$ cat config.mk
export PLATFORM = sky130hd
export DESIGN_NAME = key_value_arg_lookup_unit
export DESIGN_NICKNAME = d
export VERILOG_FILES = /design/src/hw/rtl/kval_pkg.sv /design/src/hw/rtl/key_value_arg_lookup_unit.sv
export VERILOG_INCLUDE_DIRS = /design/src /design/src/hw/rtl
export SDC_FILE = /design/constraint.sdc
export NUM_CORES = 1
export LEC_CHECK = 0
export BUFFER_PORTS_ARGS = -buffer_cell sky130_fd_sc_hd__buf_2
export CAP_MARGIN = 20
export CORE_UTILIZATION = 50
export DETAILED_ROUTE_END_ITERATION = 12
export PLACE_DENSITY = 0.76
export SLEW_MARGIN = 20
export SYNTH_ARGS = -nofsm -noshare
export SYNTH_HDL_FRONTEND = slang
export SYNTH_SLANG_ARGS = --single-unit
$ cat constraint.sdc
create_clock -name i_clk -period 5.56 [get_ports i_clk]
set_input_delay 1.112 -clock i_clk [delete_from_list [all_inputs] [get_ports i_clk]]
set_output_delay 1.112 -clock i_clk [all_outputs]
set_load 0.01 [all_outputs]
$ cat src/hw/rtl/key_value_arg_lookup_unit_defines.svh
// ----------------------------------------------------------------------------
// Key/value argument lookup: assertion macros
// Shared helpers for the concurrent checks in the lookup unit.
// ----------------------------------------------------------------------------
`ifndef KEY_VALUE_ARG_LOOKUP_UNIT_DEFINES_SVH
`define KEY_VALUE_ARG_LOOKUP_UNIT_DEFINES_SVH

// Same-cycle implication, sampled on i_clk and quiet during reset.
`define KVAL_ASSERT_NOW(lbl, ante, cons, msg) \
    lbl: assert property (@(posedge i_clk) disable iff (!i_rst_n) (ante) |-> (cons)) \
        else $error(msg);

// Next-cycle implication, sampled on i_clk and quiet during reset.
`define KVAL_ASSERT_NEXT(lbl, ante, cons, msg) \
    lbl: assert property (@(posedge i_clk) disable iff (!i_rst_n) (ante) |=> (cons)) \
        else $error(msg);

`endif

$ cat src/hw/rtl/kval_pkg.sv
// ----------------------------------------------------------------------------
// Key/value argument lookup package
// Types, codes and default sizes shared by the lookup unit.
// ----------------------------------------------------------------------------
package kval_pkg;

    localparam int KEY_MAX_BYTES_DEF = 32;
    localparam int POSITION_BITS_DEF = 16;

    localparam int CFG_INDEX_W = 3;
    localparam int CFG_DATA_W  = 64;
    localparam int KEY_LEN_W   = 6;
    localparam int OUT_FIELD_W = 16;

    // Configuration register indexes.
    localparam logic [CFG_INDEX_W-1:0] CFG_KEY_LENGTH = 3'd0;
    localparam logic [CFG_INDEX_W-1:0] CFG_KEY_LOW    = 3'd1;
    localparam logic [CFG_INDEX_W-1:0] CFG_FORBIDDEN  = 3'd5;
    localparam logic [CFG_INDEX_W-1:0] CFG_REQUIRE    = 3'd6;

    // Result status codes.
    localparam logic [1:0] ST_VALUE  = 2'd0;
    localparam logic [1:0] ST_BARE   = 2'd1;
    localparam logic [1:0] ST_REJECT = 2'd2;
    localparam logic [1:0] ST_NONE   = 2'd3;

    // Characters of interest.
    localparam logic [7:0] CH_EQUAL = 8'h3D;
    localparam logic [7:0] CH_SPACE = 8'h20;
    localparam logic [7:0] CH_TAB   = 8'h09;
    localparam logic [7:0] CH_LF    = 8'h0A;
    localparam logic [7:0] CH_NUL   = 8'h00;
    localparam logic [7:0] CH_QUOTE = 8'h22;

    typedef enum logic [4:0] {
        PH_TOKEN    = 5'b00001,
        PH_SKIP     = 5'b00010,
        PH_VFIRST   = 5'b00100,
        PH_UNQUOTED = 5'b01000,
        PH_QUOTED   = 5'b10000
    } t_phase;

endpackage

$ cat src/hw/rtl/key_value_arg_lookup_unit.sv
// ----------------------------------------------------------------------------
// Key/value argument lookup unit
// Scans a text stream for one configured key and reports its value.
// ----------------------------------------------------------------------------
// Channel   Direction  Ports                         Contents
// s         in         i_s_tvalid/o_s_tready         tdata: data_byte, tlast: last_byte
// m         out        o_m_tvalid/i_m_tready         tdata: offset, length; tuser: status
// cfg       in         i_cfg_we/i_cfg_index/data     register writes, no read-back
//
// One byte is taken per clock while no result waits; each byte is parsed in the cycle it is
// accepted, and any result is written to the output register at that edge
// and offered on the next cycle.
// A result that waits holds off the input; a result taken in the same cycle
// lets the next byte in, so beats flow back to back while results are taken.
// At most one result per stream; the stream closes on a beat with tlast set.
// Reset is synchronous, active low, and clears the parser, the configuration
// and the result valid flag.
// ----------------------------------------------------------------------------
`include "key_value_arg_lookup_unit_defines.svh"

module key_value_arg_lookup_unit #(
    parameter int KEY_MAX_BYTES = kval_pkg::KEY_MAX_BYTES_DEF,
    parameter int POSITION_BITS = kval_pkg::POSITION_BITS_DEF
) (
    input  logic                              i_clk,
    input  logic                              i_rst_n,
    // Input stream
    input  logic                              i_s_tvalid,
    output logic                              o_s_tready,
    input  logic [7:0]                        i_s_tdata,   // [7:0] data_byte
    input  logic                              i_s_tlast,   // last_byte
    // Result stream
    output logic                              o_m_tvalid,
    input  logic                              i_m_tready,
    output logic [31:0]                       o_m_tdata,   // [15:0] offset, [31:16] length
    output logic [1:0]                        o_m_tuser,   // [1:0] lookup_status
    // Configuration
    input  logic                              i_cfg_we,
    input  logic [kval_pkg::CFG_INDEX_W-1:0]  i_cfg_index,
    input  logic [kval_pkg::CFG_DATA_W-1:0]   i_cfg_data
);

    localparam int KW = kval_pkg::KEY_LEN_W;
    localparam int OW = kval_pkg::OUT_FIELD_W;
    localparam logic [POSITION_BITS-1:0] POS_MAX = '1;

    // Configuration registers
    logic [KW-1:0]              r_key_length;
    logic [KEY_MAX_BYTES*8-1:0] r_key;
    logic [7:0]                 r_forbidden;
    logic                       r_require;

    // Parser state
    kval_pkg::t_phase           r_phase, n_phase;
    logic [POSITION_BITS-1:0]   r_pos, n_pos;
    logic [KW-1:0]              r_tok_len, n_tok_len;
    logic                       r_mismatch, n_mismatch;
    logic [POSITION_BITS-1:0]   r_vstart, n_vstart;
    logic [POSITION_BITS-1:0]   r_vcount, n_vcount;
    logic                       r_forb_seen, n_forb_seen;
    logic                       r_matched, n_matched;
    logic                       r_done, n_done;
    logic                       r_run;

    // Result register
    logic                       r_out_valid;
    logic [1:0]                 r_status;
    logic [POSITION_BITS-1:0]   r_off;
    logic [POSITION_BITS-1:0]   r_len;

    logic                       w_accept;
    logic                       w_emit;
    logic [1:0]                 w_status;
    logic [POSITION_BITS-1:0]   w_off;
    logic [POSITION_BITS-1:0]   w_len;

    logic [7:0]                 w_byte;
    logic                       w_last;
    logic                       w_blank;
    logic                       w_delim;
    logic                       w_quote;
    logic                       w_found;
    logic [KW-1:0]              w_k;
    logic [7:0]                 w_key_byte;
    logic                       w_take_bad;
    logic                       w_forb_hit;

    function automatic logic [POSITION_BITS-1:0] sat_inc(input logic [POSITION_BITS-1:0] v);
        return (v == POS_MAX) ? v : v + 1'b1;
    endfunction

    assign w_byte   = i_s_tdata;
    assign w_last   = i_s_tlast;
    assign w_accept = i_s_tvalid && o_s_tready;

    assign o_s_tready = r_run && (!r_out_valid || i_m_tready);
    assign o_m_tvalid = r_out_valid;
    assign o_m_tuser  = r_status;
    assign o_m_tdata  = {OW'(r_len), OW'(r_off)};

    assign w_blank = (w_byte == kval_pkg::CH_SPACE) || (w_byte == kval_pkg::CH_TAB);
    assign w_delim = w_blank || (w_byte == kval_pkg::CH_EQUAL) ||
                     (w_byte == kval_pkg::CH_LF) || (w_byte == kval_pkg::CH_NUL);
    assign w_quote = (w_byte == kval_pkg::CH_QUOTE);
    assign w_found = !r_mismatch && (r_tok_len == r_key_length);
    assign w_forb_hit = (r_forbidden != 8'd0) && (w_byte == r_forbidden);

    // Key byte compared against this token byte; a new token restarts at zero.
    assign w_k = (r_phase == kval_pkg::PH_SKIP) ? '0 : r_tok_len;

    always_comb begin
        w_key_byte = 8'd0;
        for (int i = 0; i < KEY_MAX_BYTES; i++) begin
            if (w_k == KW'(i)) begin
                w_key_byte = r_key[i*8 +: 8];
            end
        end
    end

    assign w_take_bad = (w_k >= r_key_length) ||
                        ({1'b0, w_k} >= (KW+1)'(KEY_MAX_BYTES)) ||
                        (w_key_byte != w_byte);

    always_comb begin
        n_phase     = r_phase;
        n_pos       = sat_inc(r_pos);
        n_tok_len   = r_tok_len;
        n_mismatch  = r_mismatch;
        n_vstart    = r_vstart;
        n_vcount    = r_vcount;
        n_forb_seen = r_forb_seen;
        n_matched   = r_matched;
        n_done      = r_done;
        w_emit      = 1'b0;
        w_status    = kval_pkg::ST_NONE;
        w_off       = '0;
        w_len       = '0;

        if (!r_done) begin
            case (r_phase)
                kval_pkg::PH_TOKEN: begin
                    if (w_delim) begin
                        if (w_byte != kval_pkg::CH_EQUAL) begin
                            if (w_found) begin
                                w_emit   = 1'b1;
                                w_status = r_require ? kval_pkg::ST_REJECT : kval_pkg::ST_BARE;
                            end else begin
                                n_phase = kval_pkg::PH_SKIP;
                            end
                        end else begin
                            n_matched   = w_found;
                            n_vstart    = sat_inc(r_pos);
                            n_vcount    = '0;
                            n_forb_seen = 1'b0;
                            n_phase     = kval_pkg::PH_VFIRST;
                            // Empty value at stream end.
                            if (w_last && w_found) begin
                                w_emit = 1'b1;
                                if (r_require) begin
                                    w_status = kval_pkg::ST_REJECT;
                                end else begin
                                    w_status = kval_pkg::ST_VALUE;
                                    w_off    = n_vstart;
                                end
                            end
                        end
                    end else begin
                        n_mismatch = r_mismatch || w_take_bad;
                        if (r_tok_len != '1) begin
                            n_tok_len = r_tok_len + 1'b1;
                        end
                    end
                end
                kval_pkg::PH_SKIP: begin
                    // The first byte of a token is never tested as a delimiter.
                    if (!w_blank) begin
                        n_tok_len  = KW'(1);
                        n_mismatch = w_take_bad;
                        n_phase    = kval_pkg::PH_TOKEN;
                    end
                end
                kval_pkg::PH_VFIRST, kval_pkg::PH_UNQUOTED, kval_pkg::PH_QUOTED: begin
                    if ((r_phase == kval_pkg::PH_VFIRST) && w_quote) begin
                        n_vstart = sat_inc(r_vstart);
                        n_phase  = kval_pkg::PH_QUOTED;
                        if (w_last && r_matched) begin
                            w_emit = 1'b1;
                            if (r_forb_seen || r_require) begin
                                w_status = kval_pkg::ST_REJECT;
                            end else begin
                                w_status = kval_pkg::ST_VALUE;
                                w_off    = n_vstart;
                            end
                        end
                    end else begin
                        if (r_phase == kval_pkg::PH_VFIRST) begin
                            n_phase = kval_pkg::PH_UNQUOTED;
                        end
                        // A value closes at a blank (unquoted) or a quote (quoted);
                        // at stream end the final byte is dropped.
                        if (((r_phase == kval_pkg::PH_QUOTED) ? w_quote : w_blank) || w_last)
                        begin
                            if (r_matched) begin
                                w_emit = 1'b1;
                                if (r_forb_seen || (r_require && (r_vcount == '0))) begin
                                    w_status = kval_pkg::ST_REJECT;
                                end else begin
                                    w_status = kval_pkg::ST_VALUE;
                                    w_off    = r_vstart;
                                    w_len    = r_vcount;
                                end
                            end else if (!w_last) begin
                                n_phase = kval_pkg::PH_SKIP;
                            end
                        end else begin
                            n_vcount    = sat_inc(r_vcount);
                            n_forb_seen = r_forb_seen || w_forb_hit;
                        end
                    end
                end
                default: begin
                    n_phase = kval_pkg::PH_TOKEN;
                end
            endcase
        end

        if (w_emit) begin
            n_done = 1'b1;
        end

        if (w_last) begin
            if (!w_emit && !r_done) begin
                w_emit   = 1'b1;
                w_status = kval_pkg::ST_NONE;
                w_off    = '0;
                w_len    = '0;
            end
            n_phase     = kval_pkg::PH_TOKEN;
            n_pos       = '0;
            n_tok_len   = '0;
            n_mismatch  = 1'b0;
            n_vstart    = '0;
            n_vcount    = '0;
            n_forb_seen = 1'b0;
            n_matched   = 1'b0;
            n_done      = 1'b0;
        end
    end

    // Configuration registers
    always_ff @(posedge i_clk) begin
        if (!i_rst_n) begin
            r_key_length <= '0;
            r_key        <= '0;
            r_forbidden  <= 8'd0;
            r_require    <= 1'b0;
        end else if (i_cfg_we) begin
            if (i_cfg_index == kval_pkg::CFG_KEY_LENGTH) begin
                r_key_length <= i_cfg_data[KW-1:0];
            end
            if (i_cfg_index == kval_pkg::CFG_FORBIDDEN) begin
                r_forbidden <= i_cfg_data[7:0];
            end
            if (i_cfg_index == kval_pkg::CFG_REQUIRE) begin
                r_require <= i_cfg_data[0];
            end
            for (int i = 0; i < KEY_MAX_BYTES; i++) begin
                if (i_cfg_index == kval_pkg::CFG_INDEX_W'(kval_pkg::CFG_KEY_LOW + (i >> 3))) begin
                    r_key[i*8 +: 8] <= i_cfg_data[(i & 7)*8 +: 8];
                end
            end
        end
    end

    // Parser state
    always_ff @(posedge i_clk) begin
        if (!i_rst_n) begin
            r_run       <= 1'b0;
            r_phase     <= kval_pkg::PH_TOKEN;
            r_pos       <= '0;
            r_tok_len   <= '0;
            r_mismatch  <= 1'b0;
            r_vstart    <= '0;
            r_vcount    <= '0;
            r_forb_seen <= 1'b0;
            r_matched   <= 1'b0;
            r_done      <= 1'b0;
        end else begin
            r_run <= 1'b1;
            if (w_accept) begin
                r_phase     <= n_phase;
                r_pos       <= n_pos;
                r_tok_len   <= n_tok_len;
                r_mismatch  <= n_mismatch;
                r_vstart    <= n_vstart;
                r_vcount    <= n_vcount;
                r_forb_seen <= n_forb_seen;
                r_matched   <= n_matched;
                r_done      <= n_done;
            end
        end
    end

    // Result register
    always_ff @(posedge i_clk) begin
        if (!i_rst_n) begin
            r_out_valid <= 1'b0;
        end else if (w_accept && w_emit) begin
            r_out_valid <= 1'b1;
        end else if (i_m_tready) begin
            r_out_valid <= 1'b0;
        end
    end

    always_ff @(posedge i_clk) begin
        if (w_accept && w_emit) begin
            r_status <= w_status;
            r_off    <= w_off;
            r_len    <= w_len;
        end
    end

    `KVAL_ASSERT_NOW(a_one_result_per_stream, w_accept && r_done, !w_emit, "extra result")
    `KVAL_ASSERT_NOW(a_end_gives_result, w_accept && w_last && !r_done, w_emit, "no end result")
    `KVAL_ASSERT_NEXT(a_stream_restart, w_accept && w_last, (r_pos == '0) && !r_done, "no restart")
    `KVAL_ASSERT_NOW(a_result_from_beat, $rose(o_m_tvalid), $past(w_accept && w_emit), "no beat")

endmodule
==> impl_metrics.yaml <==
status:
  status: "complete, no violations"
sta:
  tightest_slew_ns: 1.06
  clock_skew_ns: 0.0129
  max_freq_mhz: 253
  finalSetupViolations: 0
  finalHoldViolations: 0
  min_period_ns: 3.96
  drv_slew: 0
  fin_crit_sh: 0.712
  rsz0062_at_grt: "no"
  slew_headroom: 0.290
  fin_tns_setup_ns: 0
route:
  drt_iter0_drc: 2337
  ant_nets: 0
  wire_per_inst_um: 25.5
  vias: 20100
  wl_mm: 78.8
  firstDrtPassIters: 8
  drcViolationCount: 0
  vias_per_cell: 6.51
synth:
  synth_ff_type: "dfxtp_1"
  ys_seq_area_frac: 0.388
  synth-warning-count: 0
  ys_types: 94
  synth.net_count: 2619
  syn_area_um2: 20000
  syn_avg_cell_area_um2: 7.90
  yosys-top-cells-area: "dfxtp_1, nand2_1, a21boi_0"
  synth-async-reset-ratio: 0
  yosys.area_share.simple: 0.253
  synth_top_family_by_area: "compound AO/OA/AOI/OAI gates"
  synth_compound_area_frac: 0.265
  synth_xor_xnor_area_share: 0.0189
  synthAdderAreaFrac: 0.00627
  synth_seq_cells: 370
  synthCells: 2528
  synth-edff-count: 34
  yosysTopAreaCell: "dfxtp_1"
  netlist.area_leader.share: 0.337
  synthMuxAreaShare: 0.0231
floorplan:
  fp-row-count: 72
  start_util: 0.512
  io_pins: 117
  die-area_um2: 40700
  die_y_um: 202
  die_x_um: 202
  coreArea_um2: 39000
placement:
  dp_hpwl_mm: 54.9
  gp_congestion: 1.07
  portBuffers: 116
  placed_area_um2: 20800
worst_setup_path:
  endpoint_kind: "flip-flop"
  crit_chain: "nand2b_1, nor2_2, buf_4, nor2_1, a22oi_1, o221ai_1, nor2_1, mux2i_1, a2111oi_0, a311oi_1"
  critPathSlowestCell: "nand2b_1"
  reg2reg_depth: 10
  crit_top_cell: "nor2_1"
  worstPathArrival_ns: 4.40
  slowest_delay_ns: 0.55
  required_ns: 6.00
  start_kind: "flip-flop"
  timing.critical_path.fanout_max: 25
  reg2reg_to: "r_mismatch"
  reg2reg_from: "r_phase[1]"
  rrSetupSlack_ns: 1.60
  worstSetupPathType: "reg2reg"
layout:
  final_util: 0.571
  layout_common_cells: "nand2_1, dfxtp_1, a21boi_0"
  fillers: 3580
  final_area_um2: 22300
  drive_gt1_frac: 0.114
  antennaDiodeCount: 0
  final_nets: 2627
  layout_commonest_cell: "nand2_1"
  area_growth_pct: 11.6
grt:
  use_met2: 0.590
  met3_usage: 0.0601
  grt_max_degree: 171
  top_usage_layer: "met2"
  use_met1: 0.492
  grt_use_total: 0.381
  grt.overflow.total: 0
  grt_pass1_wl_mm: 118
  grt_pass1_vias: 18500
  antenna_found_initial: 0
power_and_ir_drop:
  vdd_drop_max_v: 0.000203
  powerDensity_nw_per_um2: 275
  leakage_nw: 7.66
run:
  max-cap-violations: 0
clock_tree:
  htree_levels: 2
  cts_tree: "done"
  cts_setup_buffers: 0
  cts-root-buf: "clkbuf_16"
  hold_buffers: 0
  clock_sinks: 370
  clkTransAtPathRegs_ns: 0.06
  worst_skew_pair.late_latency_ns: 0.58
  cts_resized: 0
  cts-buffers-inserted: 42
  clk_path_buf_depth: 3
hold_path:
  min_from: "r_key[206]"
  hold_depth: 2
  min_to: "r_key[206]"
  hp-class: "reg2reg"
synth_stat cells (all sizes together), types with 10 or more instances:
cell	n
o22ai	26
xor2	19
dfxtp	336
nand4	13
clkbuf	153
edfxtp	34
a21boi	275
ha	10
o21a	15
inv	31
nor3b	12
mux2i	27
nor3	42
nand2	643
a221oi	11
and2	22
nor2b	54
o221ai	12
xnor2	24
nor2	106
a211oi	21
nor4	20
nand3	51
o211ai	21
and3	46
o2111ai	13
or3	15
a31oi	12
o31ai	16
a22oi	48
buf	46
mux2	11
o21ai	101
a32oi	10
nand2b	16
a21oi	90
where the power goes:
group          switching (mW)  internal, mW  leakage, nW
registers              0.0550          2.74         3.08
clock network            1.16          1.73        0.709
logic                   0.305         0.140         3.87
total                    1.52          4.61         7.66
worst max-delay path: cells and delay by family, from the launching register on:
kind / cells / cell delay (ns)
AND/OR/NAND/NOR: 4 / 1.44
flip-flops: 1 / 0.45
buffers and inverters: 1 / 0.44
AO/OA/AOI/OAI: 4 / 1.38
multiplexers: 1 / 0.11
registers in the layout (all words and copies together) (netlist names), 2 cells and up:
name	count
r_key	256
r_len	16
r_off	16
r_pos	16
r_vcount	16
r_vstart	16
r_forbidden	8
r_key_length	6
r_tok_len	6
r_phase	5
o_m_tuser	2
stage by stage:
stage          std cells  hold slack, ns  setup WS (ns)  total power, mW
2_1_floorplan       2528           0.438         0.0817             3.07
3_3_place_gp        3010           0.450           1.56             3.27
3_5_place_dp        3010           0.459           1.36             3.27
4_1_cts             3088           0.468           1.76             6.14
5_1_grt             3088           0.481           1.37             6.30
6_report            3088           0.464           1.60             6.13
layer usage:
| layer | share of wire | vias up |
|---|---|---|
| met1 | 0.39 | 9581 |
| met5 | 0 | - |
| met3 | 0.095 | 286 |
| met4 | 0.074 | 0 |
| li1 | - | 8977 |
| met2 | 0.44 | 1244 |
cell type report:
cell class,count,area [um2],area share
multi-input cells,1928,11400,0.511
flip-flops and latches,370,7750,0.348
clock buffers,58,1230,0.0550
repair buffers,163,952,0.0427
well taps,518,648,0.0291
clock inverters,20,209,0.00937
inverters,31,116,0.00522
cells by family (layout without fill, tap and decap cells):
group | after synthesis | after routing
multiplexers | 41 | 41
adder cells (fa/ha/maj) | 10 | 10
flip-flops | 370 | 370
AND/OR/NAND/NOR | 1090 | 1090
buffers and inverters | 230 | 272
AO/OA/AOI/OAI | 744 | 744
XOR/XNOR | 43 | 43
worst max-delay path by stage:
stage | start | endpoint | slack (ns) | cells after the start
2_1_floorplan | i_s_tdata[5] | o_m_tuser[0] | 0.08 | 7
4_1_cts | r_tok_len[4] | r_mismatch | 1.76 | 10
3_5_place_dp | i_s_tdata[3] | r_vstart[2] | 1.36 | 10
3_3_place_gp | i_s_tdata[3] | r_vstart[7] | 1.56 | 10
5_1_grt | r_tok_len[3] | r_mismatch | 1.37 | 10
6_report | r_phase[1] | r_mismatch | 1.60 | 10
(Power assumes the default switching activity.)
